===== config.mk =====
export PLATFORM = sky130hd
export DESIGN_NAME = wls_ctrl
export DESIGN_NICKNAME = d
export VERILOG_FILES = /design/src/rtl/wls_pkg.sv /design/src/rtl/wls_ctrl.sv
export SDC_FILE = /design/constraint.sdc
export NUM_CORES = 1
export LEC_CHECK = 0
export BUFFER_PORTS_ARGS = -buffer_cell sky130_fd_sc_hd__buf_4
export CORE_AREA = 5 5 42 44
export DETAILED_ROUTE_END_ITERATION = 8
export DIE_AREA = 0 0 47 49
export SYNTH_ARGS = -nofsm -noshare
export SYNTH_HDL_FRONTEND = slang
export SYNTH_SLANG_ARGS = --single-unit

===== constraint.sdc =====
create_clock -name clk_i -period 1.4 [get_ports clk_i]
set_input_delay 0.28 -clock clk_i [delete_from_list [all_inputs] [get_ports clk_i]]
set_output_delay 0.28 -clock clk_i [all_outputs]
set_load 0.05 [all_outputs]

===== src/rtl/wls_pkg.sv =====
`timescale 1ns / 1ps
// ----------------------------------------------------------------------------
// wls_pkg
// Shared types and constants of the windowed latency statistics unit.
// ----------------------------------------------------------------------------
package wls_pkg;

  localparam int WINDOW      = 240;
  localparam int SAMPLE_BITS = 16;
  localparam int IDX_BITS    = $clog2(WINDOW);
  localparam int CNT_BITS    = $clog2(WINDOW + 1);
  localparam int TOTAL_BITS  = SAMPLE_BITS + CNT_BITS;
  localparam int EDGE_BITS   = 16;
  localparam int BAND_BITS   = 3;
  localparam int ADDR_BITS   = 4;
  localparam int DATA_BITS   = 32;

  localparam logic [EDGE_BITS-1:0] EDGE_ONE_RST   = 16'd30;
  localparam logic [EDGE_BITS-1:0] EDGE_TWO_RST   = 16'd55;
  localparam logic [EDGE_BITS-1:0] EDGE_THREE_RST = 16'd80;
  localparam logic [EDGE_BITS-1:0] EDGE_FOUR_RST  = 16'd100;

  typedef enum logic [1:0] {
    REG_EDGE_ONE   = 2'd0,
    REG_EDGE_TWO   = 2'd1,
    REG_EDGE_THREE = 2'd2,
    REG_EDGE_FOUR  = 2'd3
  } reg_idx_e;

  typedef enum logic [2:0] {
    ST_IDLE,
    ST_RD_OLD,
    ST_UPDATE,
    ST_SCAN,
    ST_SCAN_END,
    ST_DIV,
    ST_DONE
  } state_e;

  typedef struct packed {
    logic [EDGE_BITS-1:0] one;
    logic [EDGE_BITS-1:0] two;
    logic [EDGE_BITS-1:0] three;
    logic [EDGE_BITS-1:0] four;
  } edges_t;

  typedef struct packed {
    logic take_sample;
    logic rd_old;
    logic update;
    logic scan_step;
    logic div_start;
    logic load_out;
  } dp_cmd_t;

  typedef struct packed {
    logic scan_last;
    logic div_busy;
    logic out_free;
  } dp_status_t;

endpackage


===== src/rtl/wls_ctrl.sv =====
`timescale 1ns / 1ps
// ----------------------------------------------------------------------------
// wls_ctrl
// Sequencer: take a sample, update the ring, scan it, divide, hand off.
// ----------------------------------------------------------------------------
module wls_ctrl (
  input  logic                clk_i,
  input  logic                rst_ni,
  input  logic                in_valid_i,
  output logic                in_ready_o,
  input  wls_pkg::dp_status_t status_i,
  output wls_pkg::dp_cmd_t    cmd_o
);
  import wls_pkg::*;

  state_e state_q, state_d;

  always_ff @(posedge clk_i or negedge rst_ni) begin
    if (!rst_ni) begin
      state_q <= ST_IDLE;
    end else begin
      state_q <= state_d;
    end
  end

  always_comb begin
    state_d    = state_q;
    cmd_o      = '0;
    in_ready_o = 1'b0;
    unique case (state_q)
      ST_IDLE: begin
        in_ready_o        = 1'b1;
        cmd_o.take_sample = in_valid_i;
        if (in_valid_i) state_d = ST_RD_OLD;
      end
      ST_RD_OLD: begin
        // fetch the slot about to be overwritten
        cmd_o.rd_old = 1'b1;
        state_d      = ST_UPDATE;
      end
      ST_UPDATE: begin
        cmd_o.update = 1'b1;
        state_d      = ST_SCAN;
      end
      ST_SCAN: begin
        cmd_o.scan_step = 1'b1;
        if (status_i.scan_last) state_d = ST_SCAN_END;
      end
      ST_SCAN_END: begin
        // last read word lands in min/max here
        cmd_o.div_start = 1'b1;
        state_d         = ST_DIV;
      end
      ST_DIV: begin
        if (!status_i.div_busy) state_d = ST_DONE;
      end
      ST_DONE: begin
        if (status_i.out_free) begin
          cmd_o.load_out = 1'b1;
          state_d        = ST_IDLE;
        end
      end
      default: state_d = ST_IDLE;
    endcase
  end

endmodule


* Word-level counts from Yosys, hierarchy flattened *
Cells that the tools add are included.

operators by class
  order comparisons = 0
  bitwise logic cells = 0
  add/subtract/negate cells = 0
  reduce and logical (&&, ||, !) cells = 2
  multipliers = 0
  mux-type cells = 13
  shift-type cells = 0
  divide/modulo/power cells = 0
  equal/unequal tests = 10

operators with widths
  kind                                                  number
  one-hot mux 3 bit (7 select lines)                    1
  2-to-1 mux 3 bit                                      4
  equality test 3 bit (second input constant)           3
  2-to-1 mux 1 bit                                      8
  inequality test 2 bit (second input constant)         4
  equality test 3 x 2 -> 1 bit (second input constant)  2
  AND reduction 4 bit                                   1
  equality test 3 x 1 -> 1 bit (second input constant)  1
  logical NOT 3 bit                                     1

word-level totals
  input bits = 6
  register bits = 3
  ROM bits = 0
  output and inout port bits = 7
  word-level logic and storage cells = 26
  memories = 0
  memory bits (writable) = 0
  latch bits = 0

* Depth between registers and ports, before layout *
Gate-level depths: netlist of the first run.

  depth in word-level cells = 3
  depth in mapped cells = 3
  gate-level depth less buffers = 2

* Worst setup path after synthesis of the first run *
No wires, ideal clock.

  path type = register -> output
  start = register state_q[1]
  end = output port cmd_o[5] in the netlist's numbering
  data required time = 1.120 ns
  buffers on the path = 1
  data arrival time = 1.693 ns
  stages on the path, launching flop included = 4
  path slack = -0.573 ns
  cell sequence = dfrtp_1 > buf_6 > nor3_2 > and2_1

RTL lines
  element                 RTL line        source
  from (decl)             wls_ctrl.sv:16  state_e state_q, state_d;
  from (signal assigned)  wls_ctrl.sv:22  state_q <= state_d;
  to (decl)               wls_ctrl.sv:12  output wls_pkg::dp_cmd_t cmd_o

==> flow_summary.yaml, run 1 <==
clocking:
  path_clk_slew_ns: 0.04
  cts_tree: "done"
  clk_latency_ns: 0.23
  cts_buffers: 3
  cts-root-buf: "clkbuf_4"
  cts_max_level: 1
  cts_buffer_depth: 2
  cts.sinks: 3
floorplanning:
  num_rows: 14
  initial_core_util_pct: 15.5
  die_w_um: 47
  dieArea_um2: 2300
  core_area_um2: 1400
  dieHeight_um: 49
  num_io_pins: 13
sta:
  maxSlewViolCount: 0
  tns_ns: -0.244
  rsz0062_at_grt: "true"
  setup_ws_ns: -0.0560
  max_slew.worst_pin.slew_ns: 0.178
  setup_violations: 5
  max_freq_mhz: 687
  fin_crit_ns: 1.46
  slew_headroom_pct: 88.0
  hold_viol: 0
  min_period_over_period_pct: 104
  fin_skew_ns: 0.00165
global_routing:
  grt_pass1_wl_mm: 1.12
  grt_max_degree: 9
  grt_pass1_vias: 274
  overflow: 0
  antenna_found_initial: 0
  grt_usage_pct: 7.27
yosys:
  synth_warnings: 0
  ys_seq_area_share_pct: 34.5
  synth.distinct_cells: 19
  syn_area_um2: 218
  ys_ff_latch: 3
  syn_area_per_cell_um2: 9.47
  synth_nets: 29
  postSynthCellCount: 23
final_layout:
  syn_to_final_growth_pct: 103
  layout_commonest_cell: "buf_4"
  reg.largest.list: "state_q: 3 flops"
  antennaDiodeCount: 0
  final_cell_mix: "buf_4 (10), buf_6 (4), clkbuf_4 (3), dfrtp_2 (3)"
  postLayoutCoreUtil_pct: 31.6
  fin_area_um2: 443
  nets: 50
  drive_gt1_share_pct: 69.8
  largest_reg_flops: 3
  top_register: "state_q"
placement:
  finalWeightedCongestion: 0.733
  dp_slack_ns: 0.0929
  dpl_cell_area_um2: 338
  hpwlAfterDp_um: 444
  placement.io_buffers: 12
critical_path:
  crit_type: "flip-flop to output pin"
  required_ns: 1.12
  path_max_fanout: 6
  crit_arrival_ns: 1.18
  reg2reg_from: "state_q[1]$_DFFE_PN0P_"
  worst_setup_path_end_kind: "output pin"
  startpoint: "state_q[0]$_DFFE_PN0P_"
  worstSetupStartpointType: "flip-flop"
outcome:
  status: "finished, violations left"
  violations: "setup timing"
drt:
  viasPerCell: 4.34
  drc: 0
  wirelength_um: 641
  firstDrtPassIters: 2
  postRouteAntennaNets: 0
  drtIter0Drc: 1
  drt-wirelength-per-cell_um: 10.9
  vias: 256
flow_run:
  cap_violations: 0
worst_hold_path:
  hp-class: "input pin to flip-flop"
  hold_start: "status_i[2]"
[logic make-up after synthesis]
group	after synthesis	synth area share [%]
DFF	3	34.5
and+or+nand+nor	9	27.0
buffers and inverters	3	10.3
AOI/OAI and AO/OA	8	28.2
[cell usage after synthesis (all sizes together)]
cell	count	share of area [%]
nor3	2	6.9
and3b	1	5.7
o2bb2ai	1	4.0
o21bai	1	3.4
a21boi	1	5.2
nor3b	1	3.4
a32o	1	4.6
dfrtp	3	34
nand2	1	1.7
buf	2	8.6
and2	1	2.9
o21ai	2	4.6
inv	1	1.7
a22o	1	4.0
a21oi	1	2.3
nor2	2	3.4
nand2b	1	2.9
[layout make-up]
type                            count  area (µm²)
Sequential cell                     3        78.8
Tap cell                           16        20.0
Fill cell                         157         958
Inverter                            1        3.75
Multi-Input combinational cell     17         150
Timing Repair Buffer               18         164
Clock buffer                        4        26.3
[final timing paths]
kind                                     endpoint  slack, ns  cells after the start
max in group asynchronous  state_q[0]$_DFFE_PN0P_       0.92                      2
max                                      cmd_o[5]      -0.06                      3
min in group asynchronous  state_q[2]$_DFFE_PN0P_       0.37                      2
min reg2reg                state_q[0]$_DFFE_PN0P_       0.65                      2
min                        state_q[2]$_DFFE_PN0P_       0.30                      2
max reg2reg                state_q[1]$_DFFE_PN0P_       0.27                      3
[stage by stage]
step                      hold WS, ns  instances
final                           0.299         59
after global routing            0.294         59
after CTS                       0.289         58
after detailed placement       0.0704         50
after global placement         0.0694         50
after floorplan               -0.0156         23
[critical path, cell delays in order (launching register included)]
cell	delay, ns
dfrtp_2	0.44
nor3_4	0.20
and2_4	0.17
buf_8	0.13
[repair_timing]
| action | CTS | global route |
|---|---|---|
| hold buffers | 1 | 0 |
| pin swaps | 2 | 2 |
| gates resized for setup | 10 | 3 |
| setup buffers | 3 | 1 |
| endpoints found under the setup margin | 7 | 7 |
| endpoints found under the hold margin | 3 | 0 |
[metal layers]
| layer | wire length, µm | global-route usage [%] | up-vias |
|---|---|---|---|
| met5 | 0 | 0 | - |
| met4 | 0 | 8.29 | 0 |
| met3 | 50 | 2.58 | 0 |
| met2 | 308 | 7.92 | 9 |
| met1 | 282 | 9.51 | 122 |
| li1 | - | - | 125 |
Power of run 1 is left out: the tool's default activity adds up to more than one toggle a clock period on the data nets, which glitch-free logic cannot reach.
==> run 2, diff against run 1 <==
Settings changed: SKIP_CTS_REPAIR_TIMING from default to 1, SKIP_LAST_GASP from default to 1.
==> run 2 against run 1 <==
The run still ends with setup timing left. Non-clock buffer count shrank 1. Worst hold slack better by 0.0011 ns. Sequential cell count is the same. Core utilization is 1.2 points lower. Critical path depth did not move. Register-to-register slack hardly changed. Via count rose by 0.39%. Final cell count shrank 1.7%. Worst setup slack worse by 0.018 ns. Fmax decreased by 1.2%. Die area did not move. Critical endpoint unchanged. Largest cell class unchanged.
==> flow_summary.yaml, run 2 (synthesis results as in run 1) <==
global_routing:
  overflow: 0
  grt_max_degree: 11
  grt_pass1_vias: 242
  grt_usage_pct: 6.49
  antenna_found_initial: 0
  grt_pass1_wl_mm: 1.00
worst_hold_path:
  hold_depth: 2
  hold_start: "status_i[2]"
  hp-class: "input pin to flip-flop"
  hold_end: "state_q[2]$_DFFE_PN0P_"
sta:
  rsz0062_at_grt: "true"
  maxSlewViolCount: 0
  setup_ws_ns: -0.0735
  max_freq_mhz: 679
  min_period_over_period_pct: 105
  hold_viol: 0
  fin_crit_ns: 1.47
  slew_headroom_pct: 87.0
  setup_violations: 5
  fin_skew_ns: 0.00103
  max_slew.worst_pin.slew_ns: 0.195
drt:
  postRouteAntennaNets: 0
  wirelength_um: 683
  viasPerCell: 4.43
  drtIter0Drc: 3
  drt-wirelength-per-cell_um: 11.8
  highest_layer: "met4"
  met1_length_um: 304
  met3_length_um: 54
  firstDrtPassIters: 2
  vias: 257
  drc: 0
  met2_length_um: 308
critical_path:
  cpMaxStageDelayCell: "dfrtp_2"
  r2r_slack_ns: 0.27
  crit_type: "flip-flop to output pin"
  r2r-end: "state_q[2]$_DFFE_PN0P_"
  required_ns: 1.12
  path_cells: "nor3_4 -> and2_4 -> buf_6"
  worstSetupStartpointType: "flip-flop"
  crit_arrival_ns: 1.19
  cpPeakStageDelay_ns: 0.45
  worst_setup_path_end_kind: "output pin"
  path_max_fanout: 6
  reg2regPathDepth: 3
  reg2reg_from: "state_q[0]$_DFFE_PN0P_"
  startpoint: "state_q[0]$_DFFE_PN0P_"
floorplanning:
  die_w_um: 47
  dieHeight_um: 49
  core_area_um2: 1400
  dieArea_um2: 2300
  num_io_pins: 13
  initial_core_util_pct: 15.5
  num_rows: 14
clocking:
  cts_buffer_depth: 2
  cts_buffers: 3
  cts.sinks: 3
  clk_latency_ns: 0.23
  cts_tree: "done"
  cts_max_level: 1
  cts-root-buf: "clkbuf_4"
  path_clk_slew_ns: 0.04
final_layout:
  syn_to_final_growth_pct: 96.0
  nFillCells: 157
  antennaDiodeCount: 0
  layout_commonest_cell: "buf_4"
  nets: 49
  reg.largest.list: "state_q: 3 flops"
  multi_input_area_um2: 148
  drive_gt1_share_pct: 69.0
  top_register: "state_q"
  final_cells: 58
  seq_area_um2: 78.8
  final_cell_mix: "buf_4 (9), buf_6 (6), clkbuf_4 (3), dfrtp_2 (3)"
  largest_reg_flops: 3
placement:
  dp.cells: 50
  placement.io_buffers: 12
  finalWeightedCongestion: 0.733
  hpwlAfterDp_um: 444
  dp_slack_ns: 0.0929
outcome:
  status: "finished, violations left"
  violations: "setup timing"
flow_run:
  cap_violations: 0
run 2: through the flow:
step | util (%) | cell area (µm²) | hold WS [ns] | setup TNS (ns)
floorplan | - | 243 | -0.0156 | -0.505
global placement | 24.1 | 338 | 0.0694 | 0
detailed placement | 24.1 | 338 | 0.0704 | 0
CTS | 26.0 | 364 | -0.180 | -0.806
global route | 30.4 | 427 | 0.294 | -0.664
finish | 30.4 | 427 | 0.300 | -0.280
run 2: per-layer routing:
layer	vias to the layer above	GRT usage (%)
li1	122	-
met1	122	7.74
met2	11	7.24
met3	2	2.58
met4	0	8.29
met5	-	0
run 2: cell type report:
type	instances	area share, %
Clock buffer	4	6.16
Inverter	1	0.880
Multi-Input combinational cell	17	34.6
Sequential cell	3	18.5
Tap cell	16	4.69
Timing Repair Buffer	17	35.2
run 2: worst max-delay path by stage:
stage | slack [ns] | cells past startpoint | to
floorplan | -0.20 | 3 | cmd_o[5]
global route | -0.15 | 3 | cmd_o[5]
global placement | 0.1 | 3 | cmd_o[4]
finish | -0.07 | 3 | cmd_o[5]
CTS | -0.16 | 3 | cmd_o[5]
detailed placement | 0.09 | 3 | cmd_o[5]
run 2: critical path: cells and delay by family (launching register included):
family | cells | cell delay, ns
flops | 1 | 0.45
simple gates | 2 | 0.37
buf+inv | 1 | 0.15
Power of run 2 is left out for the same reason.
